`config.mk`:
```
export PLATFORM = sky130hd
export DESIGN_NAME = oob_frame_decoder_unit_flat
export DESIGN_NICKNAME = d
export VERILOG_FILES = /design/src/design/oobfd_pkg.sv /design/src/design/oobfd_if.sv /design/src/design/oobfd_front.sv /design/src/design/oobfd_queue.sv /design/src/design/oobfd_back.sv /design/src/design/oob_frame_decoder_unit.sv /design/src/flat_wrapper.sv
export SDC_FILE = /design/constraint.sdc
export NUM_CORES = 2
export LEC_CHECK = 0
export ABC_AREA = 0
export BUFFER_PORTS_ARGS = -buffer_cell sky130_fd_sc_hd__buf_2
export CELL_PAD_IN_SITES_DETAIL_PLACEMENT = 0
export CELL_PAD_IN_SITES_GLOBAL_PLACEMENT = 1
export CORE_MARGIN = 4
export CORE_UTILIZATION = 50
export CTS_CLUSTER_DIAMETER = 150
export DETAILED_ROUTE_END_ITERATION = 7
export PLACE_DENSITY = 0.78
export SETUP_SLACK_MARGIN = 0.02
export SLEW_MARGIN = 15
export SYNTH_ARGS = -nofsm -noshare
export SYNTH_HDL_FRONTEND = slang
export SYNTH_SLANG_ARGS = --single-unit
```
`constraint.sdc`:
```
create_clock -name clock -period 25.9 [get_ports clock]
set_input_delay 1.295 -clock clock [delete_from_list [all_inputs] [get_ports clock]]
set_output_delay 1.295 -clock clock [all_outputs]
set_load 0.03 [all_outputs]
```
`src/design/oobfd_pkg.sv`:
```
`default_nettype none

package oobfd_pkg;

   // Frame geometry
   localparam int FRAME_LEN    = 74;
   localparam int CRC_SPAN     = 70;
   localparam int MAGIC_LEN    = 4;
   localparam int POS_SCHEMA   = 4;
   localparam int POS_ROLE     = 5;
   localparam int POS_LEN_LO   = 6;
   localparam int POS_LEN_HI   = 7;
   localparam int POS_ID_TYPE  = 8;
   localparam int POS_ID_ADDR  = 9;
   localparam int POS_P_TYPE   = 15;
   localparam int POS_P_ADDR   = 16;
   localparam int ADDR_BYTES   = 6;
   localparam int SECRET_POS   = 22;
   localparam int NONCE_POS    = 54;
   localparam int SECRET_BYTES = CRC_SPAN - SECRET_POS;
   localparam int CHUNK_W      = 64;
   localparam int CHUNKS       = SECRET_BYTES * 8 / CHUNK_W;
   localparam int CRC_BYTES    = FRAME_LEN - CRC_SPAN;

   localparam logic [31:0] CRC_INIT = 32'hFFFF_FFFF;
   localparam logic [31:0] CRC_POLY = 32'hEDB8_8320;

   localparam logic [7:0] MAGIC [MAGIC_LEN] = '{8'h4E, 8'h33, 8'h30, 8'h4F};

   // Configuration register indexes
   localparam logic [1:0] CSR_SCHEMA  = 2'd0;
   localparam logic [1:0] CSR_PERIPH  = 2'd1;
   localparam logic [1:0] CSR_CENTRAL = 2'd2;

   typedef logic [6:0] count_type;
   typedef logic [2:0] chunk_type;

   localparam chunk_type LAST_CHUNK = chunk_type'(CHUNKS - 1);

   typedef enum logic [2:0] {
      ST_OK       = 3'd0,
      ST_LENGTH   = 3'd1,
      ST_MAGIC    = 3'd2,
      ST_LENFIELD = 3'd3,
      ST_CRC      = 3'd4,
      ST_RECORD   = 3'd5
   } status_type;

   typedef struct packed {
      logic [7:0] schema;
      logic [7:0] periph;
      logic [7:0] central;
   } cfg_type;

   typedef struct packed {
      status_type                    status;
      logic [7:0]                    schema;
      logic [7:0]                    role;
      logic                          id_type;
      logic [8*ADDR_BYTES-1:0]       id_addr;
      logic                          p_type;
      logic [8*ADDR_BYTES-1:0]       p_addr;
      logic [8*SECRET_BYTES-1:0]     secret;
   } job_type;

   function automatic logic [31:0] crc_byte(input logic [31:0] c, input logic [7:0] b);
      logic [31:0] r;
      r = c ^ {24'd0, b};
      for (int k = 0; k < 8; k++) begin
         r = (r >> 1) ^ (CRC_POLY & {32{r[0]}});
      end
      return r;
   endfunction

endpackage

`default_nettype wire

```
`src/design/oobfd_if.sv`:
```
`default_nettype none

interface oobfd_req_if;
   logic       valid;
   logic       ready;
   logic [7:0] frame_byte;
   logic       frame_end;

   modport source (output valid, frame_byte, frame_end, input ready);
   modport sink   (input valid, frame_byte, frame_end, output ready);
endinterface

interface oobfd_rsp_if;
   logic        valid;
   logic        ready;
   logic [2:0]  status;
   logic [7:0]  schema;
   logic [7:0]  role;
   logic        identity_type;
   logic [47:0] identity_addr;
   logic        pairing_type;
   logic [47:0] pairing_addr;
   logic [2:0]  chunk_index;
   logic [63:0] chunk_data;
   logic        run_last;

   modport source (output valid, status, schema, role, identity_type, identity_addr,
                   pairing_type, pairing_addr, chunk_index, chunk_data, run_last,
                   input ready);
   modport sink   (input valid, status, schema, role, identity_type, identity_addr,
                   pairing_type, pairing_addr, chunk_index, chunk_data, run_last,
                   output ready);
endinterface

`default_nettype wire

```
`src/design/oobfd_front.sv`:
```
`default_nettype none

module oobfd_front (
   input  wire logic               clock,
   input  wire logic               reset,
   oobfd_req_if.sink               req,
   input  wire oobfd_pkg::cfg_type cfg,
   input  wire logic               q_ready,
   output logic                    q_push,
   output oobfd_pkg::job_type      q_job
);

   oobfd_pkg::count_type cnt_ff, cnt_in;
   logic [31:0]          crc_ff, crc_in;
   logic [31:0]          rcrc_ff, rcrc_in;
   logic                 magic_ff, magic_in;
   logic                 nonce_ff, nonce_in;
   logic                 overrun_ff, overrun_in;

   logic [7:0]           schema_ff, schema_in;
   logic [7:0]           role_ff, role_in;
   logic [7:0]           len_lo_ff, len_lo_in;
   logic [7:0]           len_hi_ff, len_hi_in;
   logic [7:0]           id_type_ff, id_type_in;
   logic [7:0]           p_type_ff, p_type_in;
   logic [8*oobfd_pkg::ADDR_BYTES-1:0]   id_addr_ff, id_addr_in;
   logic [8*oobfd_pkg::ADDR_BYTES-1:0]   p_addr_ff, p_addr_in;
   logic [8*oobfd_pkg::SECRET_BYTES-1:0] sec_ff, sec_in;

   logic                 acc;
   logic                 rec_ok;
   oobfd_pkg::count_type p;
   logic [7:0]           b;

   assign req.ready = q_ready;
   assign acc       = req.valid && req.ready;
   assign p         = cnt_ff;
   assign b         = req.frame_byte;

   always_comb begin
      cnt_in     = cnt_ff;
      crc_in     = crc_ff;
      rcrc_in    = rcrc_ff;
      magic_in   = magic_ff;
      nonce_in   = nonce_ff;
      overrun_in = overrun_ff;
      schema_in  = schema_ff;
      role_in    = role_ff;
      len_lo_in  = len_lo_ff;
      len_hi_in  = len_hi_ff;
      id_type_in = id_type_ff;
      p_type_in  = p_type_ff;
      id_addr_in = id_addr_ff;
      p_addr_in  = p_addr_ff;
      sec_in     = sec_ff;
      q_push     = 1'b0;
      q_job      = '0;
      rec_ok     = 1'b0;

      if (acc) begin
         if (p >= oobfd_pkg::count_type'(oobfd_pkg::FRAME_LEN)) begin
            // drop the beat, the frame is already too long
            overrun_in = 1'b1;
         end else begin
            cnt_in = p + 1'b1;
            if (p < oobfd_pkg::count_type'(oobfd_pkg::CRC_SPAN)) begin
               crc_in = oobfd_pkg::crc_byte(crc_ff, b);
               if (p < oobfd_pkg::count_type'(oobfd_pkg::MAGIC_LEN) &&
                   b != oobfd_pkg::MAGIC[p[1:0]]) begin
                  magic_in = 1'b0;
               end
               if (p >= oobfd_pkg::count_type'(oobfd_pkg::NONCE_POS) && b != 8'd0) begin
                  nonce_in = 1'b1;
               end
               if (p >= oobfd_pkg::count_type'(oobfd_pkg::SECRET_POS)) begin
                  sec_in = {b, sec_ff[8*oobfd_pkg::SECRET_BYTES-1:8]};
               end
            end
            for (int i = 0; i < oobfd_pkg::CRC_BYTES; i++) begin
               if (p == oobfd_pkg::count_type'(oobfd_pkg::CRC_SPAN + i)) rcrc_in[8*i +: 8] = b;
            end
            for (int i = 0; i < oobfd_pkg::ADDR_BYTES; i++) begin
               if (p == oobfd_pkg::count_type'(oobfd_pkg::POS_ID_ADDR + i))
                  id_addr_in[8*i +: 8] = b;
               if (p == oobfd_pkg::count_type'(oobfd_pkg::POS_P_ADDR + i))
                  p_addr_in[8*i +: 8] = b;
            end
            if (p == oobfd_pkg::count_type'(oobfd_pkg::POS_SCHEMA))  schema_in  = b;
            if (p == oobfd_pkg::count_type'(oobfd_pkg::POS_ROLE))    role_in    = b;
            if (p == oobfd_pkg::count_type'(oobfd_pkg::POS_LEN_LO))  len_lo_in  = b;
            if (p == oobfd_pkg::count_type'(oobfd_pkg::POS_LEN_HI))  len_hi_in  = b;
            if (p == oobfd_pkg::count_type'(oobfd_pkg::POS_ID_TYPE)) id_type_in = b;
            if (p == oobfd_pkg::count_type'(oobfd_pkg::POS_P_TYPE))  p_type_in  = b;
         end
      end

      rec_ok = schema_in == cfg.schema &&
               (role_in == cfg.periph || role_in == cfg.central) &&
               id_type_in <= 8'd1 && p_type_in <= 8'd1 && nonce_in;

      q_job.schema  = schema_in;
      q_job.role    = role_in;
      q_job.id_type = id_type_in[0];
      q_job.id_addr = id_addr_in;
      q_job.p_type  = p_type_in[0];
      q_job.p_addr  = p_addr_in;
      q_job.secret  = sec_in;

      priority if (overrun_in || cnt_in != oobfd_pkg::count_type'(oobfd_pkg::FRAME_LEN))
         q_job.status = oobfd_pkg::ST_LENGTH;
      else if (!magic_in)
         q_job.status = oobfd_pkg::ST_MAGIC;
      else if (len_lo_in != 8'(oobfd_pkg::FRAME_LEN) || len_hi_in != 8'd0)
         q_job.status = oobfd_pkg::ST_LENFIELD;
      else if (~crc_in != rcrc_in)
         q_job.status = oobfd_pkg::ST_CRC;
      else if (!rec_ok)
         q_job.status = oobfd_pkg::ST_RECORD;
      else
         q_job.status = oobfd_pkg::ST_OK;

      if (acc && req.frame_end) begin
         // hand the frame over and start afresh
         q_push     = 1'b1;
         cnt_in     = '0;
         crc_in     = oobfd_pkg::CRC_INIT;
         rcrc_in    = '0;
         magic_in   = 1'b1;
         nonce_in   = 1'b0;
         overrun_in = 1'b0;
      end
   end

   always_ff @(posedge clock) begin
      if (reset) begin
         cnt_ff     <= '0;
         crc_ff     <= oobfd_pkg::CRC_INIT;
         rcrc_ff    <= '0;
         magic_ff   <= 1'b1;
         nonce_ff   <= 1'b0;
         overrun_ff <= 1'b0;
      end else begin
         cnt_ff     <= cnt_in;
         crc_ff     <= crc_in;
         rcrc_ff    <= rcrc_in;
         magic_ff   <= magic_in;
         nonce_ff   <= nonce_in;
         overrun_ff <= overrun_in;
      end
   end

   always_ff @(posedge clock) begin
      schema_ff  <= schema_in;
      role_ff    <= role_in;
      len_lo_ff  <= len_lo_in;
      len_hi_ff  <= len_hi_in;
      id_type_ff <= id_type_in;
      p_type_ff  <= p_type_in;
      id_addr_ff <= id_addr_in;
      p_addr_ff  <= p_addr_in;
      sec_ff     <= sec_in;
   end

endmodule

`default_nettype wire

```
`src/design/oobfd_queue.sv`:
```
`default_nettype none

module oobfd_queue (
   input  wire logic               clock,
   input  wire logic               reset,
   input  wire logic               push,
   input  wire oobfd_pkg::job_type job_in,
   output logic                    not_full,
   input  wire logic               pop,
   output logic                    not_empty,
   output oobfd_pkg::job_type      job_out
);

   oobfd_pkg::job_type mem_ff [2];
   logic               wr_ff, wr_in;
   logic               rd_ff, rd_in;
   logic [1:0]         cnt_ff, cnt_in;

   assign not_full  = cnt_ff != 2'd2;
   assign not_empty = cnt_ff != 2'd0;
   assign job_out   = mem_ff[rd_ff];

   always_comb begin
      wr_in  = push ? ~wr_ff : wr_ff;
      rd_in  = pop  ? ~rd_ff : rd_ff;
      cnt_in = cnt_ff + {1'b0, push} - {1'b0, pop};
   end

   always_ff @(posedge clock) begin
      if (reset) begin
         wr_ff  <= 1'b0;
         rd_ff  <= 1'b0;
         cnt_ff <= 2'd0;
      end else begin
         wr_ff  <= wr_in;
         rd_ff  <= rd_in;
         cnt_ff <= cnt_in;
      end
   end

   always_ff @(posedge clock) begin
      if (push) mem_ff[wr_ff] <= job_in;
   end

endmodule

`default_nettype wire

```
`src/design/oobfd_back.sv`:
```
`default_nettype none

module oobfd_back (
   input  wire logic               clock,
   input  wire logic               reset,
   input  wire logic               q_valid,
   input  wire oobfd_pkg::job_type job,
   output logic                    q_pop,
   oobfd_rsp_if.source             rsp
);

   logic                 vld_ff, vld_in;
   oobfd_pkg::chunk_type ck_ff, ck_in;
   logic [2:0]           status_ff, status_in;
   logic [7:0]           schema_ff, schema_in;
   logic [7:0]           role_ff, role_in;
   logic                 id_type_ff, id_type_in;
   logic [47:0]          id_addr_ff, id_addr_in;
   logic                 p_type_ff, p_type_in;
   logic [47:0]          p_addr_ff, p_addr_in;
   logic [2:0]           idx_ff, idx_in;
   logic [63:0]          data_ff, data_in;
   logic                 last_ff, last_in;

   logic load;
   logic ok;

   assign load = q_valid && (!vld_ff || rsp.ready);
   assign ok   = job.status == oobfd_pkg::ST_OK;

   always_comb begin
      status_in  = status_ff;
      schema_in  = schema_ff;
      role_in    = role_ff;
      id_type_in = id_type_ff;
      id_addr_in = id_addr_ff;
      p_type_in  = p_type_ff;
      p_addr_in  = p_addr_ff;
      idx_in     = idx_ff;
      data_in    = data_ff;
      last_in    = last_ff;
      vld_in     = vld_ff;
      ck_in      = ck_ff;
      q_pop      = 1'b0;

      if (load) begin
         vld_in    = 1'b1;
         status_in = job.status;
         if (ok) begin
            schema_in  = job.schema;
            role_in    = job.role;
            id_type_in = job.id_type;
            id_addr_in = job.id_addr;
            p_type_in  = job.p_type;
            p_addr_in  = job.p_addr;
            idx_in     = ck_ff;
            data_in    = '0;
            for (int i = 0; i < oobfd_pkg::CHUNKS; i++) begin
               if (ck_ff == oobfd_pkg::chunk_type'(i))
                  data_in = job.secret[oobfd_pkg::CHUNK_W*i +: oobfd_pkg::CHUNK_W];
            end
            last_in = ck_ff == oobfd_pkg::LAST_CHUNK;
         end else begin
            schema_in  = '0;
            role_in    = '0;
            id_type_in = 1'b0;
            id_addr_in = '0;
            p_type_in  = 1'b0;
            p_addr_in  = '0;
            idx_in     = '0;
            data_in    = '0;
            last_in    = 1'b1;
         end
         // retire the job once its last beat is loaded
         if (last_in) begin
            q_pop = 1'b1;
            ck_in = '0;
         end else begin
            ck_in = ck_ff + 1'b1;
         end
      end else if (rsp.ready) begin
         vld_in = 1'b0;
      end
   end

   always_ff @(posedge clock) begin
      if (reset) begin
         vld_ff <= 1'b0;
         ck_ff  <= '0;
      end else begin
         vld_ff <= vld_in;
         ck_ff  <= ck_in;
      end
   end

   always_ff @(posedge clock) begin
      status_ff  <= status_in;
      schema_ff  <= schema_in;
      role_ff    <= role_in;
      id_type_ff <= id_type_in;
      id_addr_ff <= id_addr_in;
      p_type_ff  <= p_type_in;
      p_addr_ff  <= p_addr_in;
      idx_ff     <= idx_in;
      data_ff    <= data_in;
      last_ff    <= last_in;
   end

   assign rsp.valid         = vld_ff;
   assign rsp.status        = status_ff;
   assign rsp.schema        = schema_ff;
   assign rsp.role          = role_ff;
   assign rsp.identity_type = id_type_ff;
   assign rsp.identity_addr = id_addr_ff;
   assign rsp.pairing_type  = p_type_ff;
   assign rsp.pairing_addr  = p_addr_ff;
   assign rsp.chunk_index   = idx_ff;
   assign rsp.chunk_data    = data_ff;
   assign rsp.run_last      = last_ff;

endmodule

`default_nettype wire

```
`src/design/oob_frame_decoder_unit.sv`:
```
`default_nettype none

// Channel  Dir  Beat
// req_ch   in   one frame byte, frame_end on the final byte
// rsp_ch   out  one status beat on error, six chunk beats on success
// csr_*    in   write-only: schema, peripheral code, central code
//
// One byte per cycle on req_ch while the job queue has room; the CRC update,
// field capture and the final checks all finish in the cycle the byte is taken.
// A checked frame waits in a two-entry job queue; the result stage sends
// one beat per cycle while rsp_ch is ready, so a success run is six beats.
// req_ch stalls only while the job queue is full. Reset is synchronous
// and brings the CRC to all ones and the byte count to zero.
module oob_frame_decoder_unit (
   input  wire logic       clock,
   input  wire logic       reset,
   oobfd_req_if.sink       req_ch,
   oobfd_rsp_if.source     rsp_ch,
   input  wire logic       csr_we,
   input  wire logic [1:0] csr_index,
   input  wire logic [7:0] csr_wdata
);

   oobfd_pkg::cfg_type cfg_ff, cfg_in;
   oobfd_pkg::job_type push_job, head_job;
   logic               q_push, q_pop, q_not_full, q_not_empty;

   always_comb begin
      cfg_in = cfg_ff;
      if (csr_we) begin
         unique case (csr_index)
            oobfd_pkg::CSR_SCHEMA:  cfg_in.schema  = csr_wdata;
            oobfd_pkg::CSR_PERIPH:  cfg_in.periph  = csr_wdata;
            oobfd_pkg::CSR_CENTRAL: cfg_in.central = csr_wdata;
            default:                cfg_in         = cfg_ff;
         endcase
      end
   end

   always_ff @(posedge clock) begin
      if (reset) begin
         cfg_ff.schema  <= 8'd1;
         cfg_ff.periph  <= 8'd0;
         cfg_ff.central <= 8'd1;
      end else begin
         cfg_ff <= cfg_in;
      end
   end

   oobfd_front u_front (
      .clock   (clock),
      .reset   (reset),
      .req     (req_ch),
      .cfg     (cfg_ff),
      .q_ready (q_not_full),
      .q_push  (q_push),
      .q_job   (push_job)
   );

   oobfd_queue u_queue (
      .clock     (clock),
      .reset     (reset),
      .push      (q_push),
      .job_in    (push_job),
      .not_full  (q_not_full),
      .pop       (q_pop),
      .not_empty (q_not_empty),
      .job_out   (head_job)
   );

   oobfd_back u_back (
      .clock   (clock),
      .reset   (reset),
      .q_valid (q_not_empty),
      .job     (head_job),
      .q_pop   (q_pop),
      .rsp     (rsp_ch)
   );

endmodule

`default_nettype wire
```
`src/flat_wrapper.sv`:
```
// flat-port wrapper written by rule: the top's interface ports become plain ports
module oob_frame_decoder_unit_flat 
  (clock, reset, csr_we, csr_index, csr_wdata, req_ch_valid, req_ch_frame_byte, req_ch_frame_end, req_ch_ready, rsp_ch_valid, rsp_ch_status, rsp_ch_schema, rsp_ch_role, rsp_ch_identity_type, rsp_ch_identity_addr, rsp_ch_pairing_type, rsp_ch_pairing_addr, rsp_ch_chunk_index, rsp_ch_chunk_data, rsp_ch_run_last, rsp_ch_ready);
  oobfd_req_if req_ch_i ();
  oobfd_rsp_if rsp_ch_i ();
  input  wire logic clock;
  input  wire logic reset;
  input  wire logic csr_we;
  input  wire logic [1:0] csr_index;
  input  wire logic [7:0] csr_wdata;
  input wire logic [$bits(req_ch_i.valid)-1:0] req_ch_valid;
  input wire logic [$bits(req_ch_i.frame_byte)-1:0] req_ch_frame_byte;
  input wire logic [$bits(req_ch_i.frame_end)-1:0] req_ch_frame_end;
  output wire logic [$bits(req_ch_i.ready)-1:0] req_ch_ready;
  output wire logic [$bits(rsp_ch_i.valid)-1:0] rsp_ch_valid;
  output wire logic [$bits(rsp_ch_i.status)-1:0] rsp_ch_status;
  output wire logic [$bits(rsp_ch_i.schema)-1:0] rsp_ch_schema;
  output wire logic [$bits(rsp_ch_i.role)-1:0] rsp_ch_role;
  output wire logic [$bits(rsp_ch_i.identity_type)-1:0] rsp_ch_identity_type;
  output wire logic [$bits(rsp_ch_i.identity_addr)-1:0] rsp_ch_identity_addr;
  output wire logic [$bits(rsp_ch_i.pairing_type)-1:0] rsp_ch_pairing_type;
  output wire logic [$bits(rsp_ch_i.pairing_addr)-1:0] rsp_ch_pairing_addr;
  output wire logic [$bits(rsp_ch_i.chunk_index)-1:0] rsp_ch_chunk_index;
  output wire logic [$bits(rsp_ch_i.chunk_data)-1:0] rsp_ch_chunk_data;
  output wire logic [$bits(rsp_ch_i.run_last)-1:0] rsp_ch_run_last;
  input wire logic [$bits(rsp_ch_i.ready)-1:0] rsp_ch_ready;
  assign req_ch_i.valid = req_ch_valid;
  assign req_ch_i.frame_byte = req_ch_frame_byte;
  assign req_ch_i.frame_end = req_ch_frame_end;
  assign req_ch_ready = req_ch_i.ready;
  assign rsp_ch_valid = rsp_ch_i.valid;
  assign rsp_ch_status = rsp_ch_i.status;
  assign rsp_ch_schema = rsp_ch_i.schema;
  assign rsp_ch_role = rsp_ch_i.role;
  assign rsp_ch_identity_type = rsp_ch_i.identity_type;
  assign rsp_ch_identity_addr = rsp_ch_i.identity_addr;
  assign rsp_ch_pairing_type = rsp_ch_i.pairing_type;
  assign rsp_ch_pairing_addr = rsp_ch_i.pairing_addr;
  assign rsp_ch_chunk_index = rsp_ch_i.chunk_index;
  assign rsp_ch_chunk_data = rsp_ch_i.chunk_data;
  assign rsp_ch_run_last = rsp_ch_i.run_last;
  assign rsp_ch_i.ready = rsp_ch_ready;
  oob_frame_decoder_unit u_core (.clock(clock), .reset(reset), .req_ch(req_ch_i), .rsp_ch(rsp_ch_i), .csr_we(csr_we), .csr_index(csr_index), .csr_wdata(csr_wdata));
endmodule
```
After elaboration in Yosys (flattened, before gate mapping)
Memory sizes are Yosys's and may differ from the RTL's. A register that Yosys moved wholly into a read port is not among the register bits.
Cells that the tools add are included.
{"block": "word_totals", "register_bits": 819, "latch_bits": 0, "ram_bits": 1002, "romBits": 0, "inputBits": 24, "elab_cells": 206, "memories": 1}
{"block": "classes", "add_sub_neg": 4, "multipliers": 0, "div_mod_pow": 0, "n_lt_le_gt_ge": 8, "eq_ne": 37, "shifts": 0, "n_mux": 85, "n_bitwise": 13, "n_reduce_logical": 25}
{"memory": "u_core.u_queue.mem_ff", "depth": 2, "word_bits": 501, "read_ports": 1, "rd_clocked_by_memory_dff": 1, "wr": 1, "line_no": "oobfd_queue.sv:14", "text": "oobfd_pkg::job_type mem_ff [2];"}
{"cell": "$mux 384", "n": 4}
{"cell": "$mux 64", "n": 6}
{"cell": "$mux 8", "n": 36}
{"cell": "$xor 31x32->32", "n": 8}
{"cell": "$mux 48", "n": 4}
{"cell": "$mux 32", "n": 5}
{"cell": "$eq 7x4->1 const B", "n": 8}
{"cell": "$eq 7x5->1 const B", "n": 6}
{"cell": "$ne 32x32->1", "n": 1}
{"cell": "$not 32->32", "n": 1}
{"cell": "$xor 32x8->32", "n": 1}
{"cell": "$eq 7x3->1 const B", "n": 4}
{"cell": "$eq 7x7->1 const B", "n": 4}
{"cell": "$eq 8x8->1", "n": 3}
{"cell": "$mux 1", "n": 21}
{"cell": "$mux 3", "n": 6}
{"cell": "$bmux 8 s2", "n": 1}
{"cell": "$le 8x1->1 const B", "n": 2}
{"cell": "$reduce_bool 8->1", "n": 2}
{"cell": "$mux 7", "n": 2}
{"cell": "$logic_and 1x1->1", "n": 9}
{"cell": "$ne 8x7->1 const B", "n": 1}
{"cell": "$ne 8x8->1", "n": 1}
{"cell": "$add 7x1->7 const B", "n": 1}
{"cell": "25 further kinds", "n": 35}

Logic depth before layout (Yosys ltp)
{"block": "depth", "word_depth": 18, "ltp_mapped": 14}

Modules after synthesis
Synthesis repeated with hierarchy kept, for this count alone.
{"block": "unflattened", "hier_cells": 4507, "area_unflattened_um2": 70478.8}
{"mod": "oobfd_queue", "n_inst": 1, "cells_each": 1580, "area_each_um2": 36565.1}
{"mod": "oobfd_front", "n_inst": 1, "cells_each": 1807, "area_each_um2": 22073.7}
{"mod": "oobfd_back", "n_inst": 1, "cells_each": 1030, "area_each_um2": 10861.7}
{"mod": "oob_frame_decoder_unit", "n_inst": 1, "cells_each": 90, "area_each_um2": 978.4}

Least setup slack after synthesis
Ideal clock, no wire load.
{"block": "synth_path", "path_kind": "input -> register", "start": "input port req_ch_valid", "end": "memory u_core.u_queue.mem_ff[0][0] in the netlist's numbering (enable)", "arrival_ps": 22619, "t_required_ps": 24523, "setup_slack_ps": 1904, "path_stages": 5, "n_path_buf": 2, "cell_sequence": "buf_2 > and2_1 > buf_2 > nand2_1 > nor2_1"}
{"block": "synth_via", "elab_chain_cells": 5}
{"item": "start: declaration", "line_no": "flat_wrapper.sv:11", "text": "input wire logic [$bits(req_ch_i.valid)-1:0] req_ch_valid;"}
{"item": "$logic_and 1x1->1", "line_no": "oobfd_front.sv:36", "text": "assign acc = req.valid && req.ready;"}
{"item": "$logic_and 1x1->1", "line_no": "oobfd_front.sv:122", "text": "if (acc && req.frame_end) begin"}
{"item": "$mux 1", "line_no": "oobfd_front.sv:122"}
{"item": "$mux 1", "line_no": "oobfd_queue.sv:42", "text": "if (push) mem_ff[wr_ff] <= job_in;"}
{"item": "$mux 1 (not written as such)", "line_no": "oobfd_queue.sv:42"}
{"item": "end: declaration", "line_no": "oobfd_queue.sv:14"}
No other way between the ends.

Worst setup path in the final report
{"block": "layout_path", "start": "register u_core.u_queue.cnt_ff[0]", "end": "memory u_core.u_queue.mem_ff[0][380] in the netlist's numbering (enable)"}
{"block": "layout_via", "elab_chain_cells": 6}
{"item": "start: declaration", "line_no": "oobfd_queue.sv:17", "text": "logic [1:0] cnt_ff, cnt_in;"}
{"item": "start signal: assignment", "line_no": "oobfd_queue.sv:37", "text": "cnt_ff <= cnt_in;"}
{"item": "$ne 2x2->1", "line_no": "oobfd_queue.sv:19", "text": "assign not_full = cnt_ff != 2'd2;"}
{"item": "$logic_and 1x1->1", "line_no": "oobfd_front.sv:36"}
{"item": "$logic_and 1x1->1", "line_no": "oobfd_front.sv:122"}
{"item": "$mux 1", "line_no": "oobfd_front.sv:122"}
{"item": "$mux 1", "line_no": "oobfd_queue.sv:42"}
{"item": "$mux 1 (not written as such)", "line_no": "oobfd_queue.sv:42"}
No other way between the ends.

==> reports/metrics.cfg <==
[global_route]
track_usage_pct=19.5
grtUsageMet3_pct=3.15
antenna_found_initial=5
overflow=0
gr-usage-met1_pct=26.9
grt_pass1_wl_um=213000
use_met2_pct=32.1
grt.busiest_layer=met2
grt_max_degree=169
first_global_vias=35700

[layout]
multi_input_comb_area_um2=18600
most-common-layout-cells=edfxtp_1 (1187), dfxtp_1 (634), mux2i_1 (560)
drive_gt1_share_pct=21.8
area_growth_pct=12.9
final_cells=6602
nets=4698
seqCellArea_um2=48400
final_common_cell=edfxtp_1
nFillCells=10600

[setup_path]
r2r_start=u_core.u_queue.cnt_ff[0]$_SDFF_PP0_
critical_path_class=reg2reg
cpMaxStageDelayCell=buf_4
path_buf_inv=4
ff2ff_setup_slack_ns=19.59
cp_top_family=buffers and inverters
crit_cells=8
reg2regPathDepth=8
max_stage_delay_ns=0.96
crit_chain=nand2b_1 > and2_1 > nand2_1 > nor2_4 > buf_4 > buf_4 > buf_4 > buf_4
start_kind=flop
cpMostUsedCell=buf_4
worstReg2RegEnd=u_core.u_queue.mem_ff[0][380]$_DFFE_PP_
cp.required_ns=26.29
cp-end-kind=flop
cp.arrival_ns=6.70
path_max_fanout=76

[placement]
gp_congestion=0.778
place_ws_ns=18.70
dp_hpwl_um=83400
io_buffers=210
dp.cells=6263

[timing]
slew_headroom_pct=24.5
hold_viol_final=0
setup_tns_ns=0
setup_viol_count_final=0
fmax_mhz=158
skew_ns=0.0375
slew_viol_final=0
period_minus_slack_ns=6.31
rsz0062_at_grt=no
tightest_slew_ns=1.13
hold_ws_ns=0.454
period_share_pct=24.4
worst_slack_ns=19.59

[power]
total_power_uw=7370
ir_drop_uv=65.3
power_density_nw_per_um2=96.0
clkPwrFrac_pct=34.8
p_seq_share_pct=47.2
combPwrFrac_pct=18.0
internal_power_uw=5320
p_leak_uw=0.0272
switching_share_pct=27.9
switchingPower_uw=2060

[synthesis]
synth_nets=4513
yosys_warnings=0
synthCells=4478
yosys-top-cells-area=edfxtp_1 (52%), dfxtp_1 (19%), mux2i_1 (8.2%), mux2_2 (8.1%), nor2_1 (2.3%)
synth_ff_type=edfxtp_1
synth_cell_types=72
synth_top_area_share_pct=52.4
synth.avg_cell_area_um2=15.2
synth-edff-count=1187
async_reset_ff_share_pct=0
netlist_area_um2=68000
ys_seq_area_share_pct=71.1
yosys.area.top_type=edfxtp_1
synth-seq-cells=1822

[clocking]
cts_setup_buffers=0
cts_hold_buf=0
clock-root-buffer=clkbuf_16
clk_pin_slew_ns=0.06
htree_levels=4
clockBufferDepth=3
cts_tree=yes
cts_made_buffers=179
ctsResizeCount=0
cts.sinks=1822
clk-insertion-delay-late_ns=0.79

[floorplanning]
start_util_pct=50.2
core-area_um2=135000
ios=211
dieArea_um2=142000
die_width_um=377
die_y_um=377
rows=135

[drt]
avgViaCountPerCell=5.39
routed_wl_um=140000
post_drt_wl_per_cell_um=21.2
ant_nets=0
drt-initial-drc-count=2450
num_vias=35600
first_pass_iters=6
drc=0

[worst_hold_path]
min_path_cells=2
hold_end=u_core.u_front.p_type_ff[2]$_DFF_P_
hp-start=u_core.u_front.p_type_ff[2]$_DFF_P_
min_path_type=reg2reg

[run]
maxCapViolations=0

[run_status]
status=finished, final reports clean

final cells by class:
| class | instances | share of cell area [%] |
|---|---|---|
| antenna | 3 | 0.00978 |
| clock buffer | 262 | 6.68 |
| clock inverter | 74 | 1.08 |
| inverter | 32 | 0.166 |
| multi-input combinational | 2371 | 24.2 |
| sequential | 1822 | 63.0 |
| tap | 1781 | 2.90 |
| timing repair buffer | 257 | 1.93 |
cells in the mapped netlist, types with 11 or more instances:
library cell  instances
a21oi_1             151
buf_1                56
buf_2                19
clkbuf_1            177
dfxtp_1             635
edfxtp_1           1187
ha_1                 11
inv_1                31
mux2_2              490
mux2i_1             560
nand2_1             187
nand3_1              22
nor2_1              415
nor3_1               16
o211ai_1             81
o21ai_0             113
o22ai_1              71
xnor2_1              69
xor2_1               46
registers in the layout (all words and copies together), names as in the netlist, 7 cells and up, named ones only:
signal and count:
u_core.u_back.rsp.role 8, u_core.u_front.len_lo_ff 8, u_core.u_front.sec_ff 384, u_core.u_back.rsp.schema 8, u_core.u_front.len_hi_ff 8, u_core.u_front.rcrc_ff 32, u_core.u_front.p_type_ff 8, u_core.u_queue.mem_ff 1002
u_core.u_front.id_type_ff 8, u_core.u_back.rsp.chunk_data 64, u_core.u_front.cnt_ff 7, u_core.u_front.crc_ff 32, u_core.u_back.rsp.pairing_addr 48, u_core.cfg_ff 24, u_core.u_back.rsp.identity_addr 48, u_core.u_front.schema_ff 8
u_core.u_front.p_addr_ff 48, u_core.u_front.role_ff 8, u_core.u_front.id_addr_ff 48
stage by stage:
stage          util, %  instance area (µm²)
2_1_floorplan        -                68000
3_3_place_gp      52.3                70800
3_5_place_dp      52.3                70800
4_1_cts           56.7                76800
5_1_grt           56.7                76800
6_report          56.7                76800
cell families after synthesis:
| family | after synthesis | share of synthesized area (%) |
|---|---|---|
| adders and majority gates | 11 | 0.202 |
| and+or+nand+nor | 710 | 4.40 |
| muxes | 1050 | 16.4 |
| DFF | 1822 | 71.1 |
| xor gates and xnor gates | 139 | 2.23 |
| AOI/OAI and AO/OA | 461 | 4.06 |
| buffers and inverters | 285 | 1.61 |
power by group through the flow:
| stage | registers, µW | clock network, µW | logic (µW) |
|---|---|---|---|
| 2_1_floorplan | 3800 | 0 | 771 |
| 3_3_place_gp | 3540 | 0 | 1340 |
| 3_5_place_dp | 3540 | 0 | 1340 |
| 4_1_cts | 3480 | 2620 | 1350 |
| 5_1_grt | 3500 | 2750 | 1420 |
| 6_report | 3480 | 2570 | 1330 |
per-layer routing:
layer	vias to the layer above	share of wire, %	wire length, µm
li1	16900	-	-
met1	17800	45	63600
met2	707	48	67600
met3	180	4.1	5700
met4	4	2.1	2970
met5	-	0.019	27
how the worst max path moves through the flow:
stage,start,endpoint,slack (ns)
4_1_cts,u_core.u_queue.cnt_ff[0]$_SDFF_PP0_,u_core.u_queue.mem_ff[0][273]$_DFFE_PP_,19.43
5_1_grt,u_core.u_queue.cnt_ff[0]$_SDFF_PP0_,u_core.u_queue.mem_ff[0][48]$_DFFE_PP_,19.11
2_1_floorplan,req_ch_valid,u_core.u_queue.mem_ff[0][0]$_DFFE_PP_,1.90
3_5_place_dp,req_ch_valid,u_core.u_queue.mem_ff[0][140]$_DFFE_PP_,18.70
6_report,u_core.u_queue.cnt_ff[0]$_SDFF_PP0_,u_core.u_queue.mem_ff[0][380]$_DFFE_PP_,19.59
3_3_place_gp,req_ch_valid,u_core.u_queue.mem_ff[0][140]$_DFFE_PP_,18.77
worst register-to-register path, delay by kind of cell, from the launching register on:
kind | cells | cell delay, ns
and+or+nand+nor | 4 | 1.95
DFF | 1 | 0.37
buffers and inverters | 4 | 3.56
No activity file was read; power rests on OpenSTA's default activity.
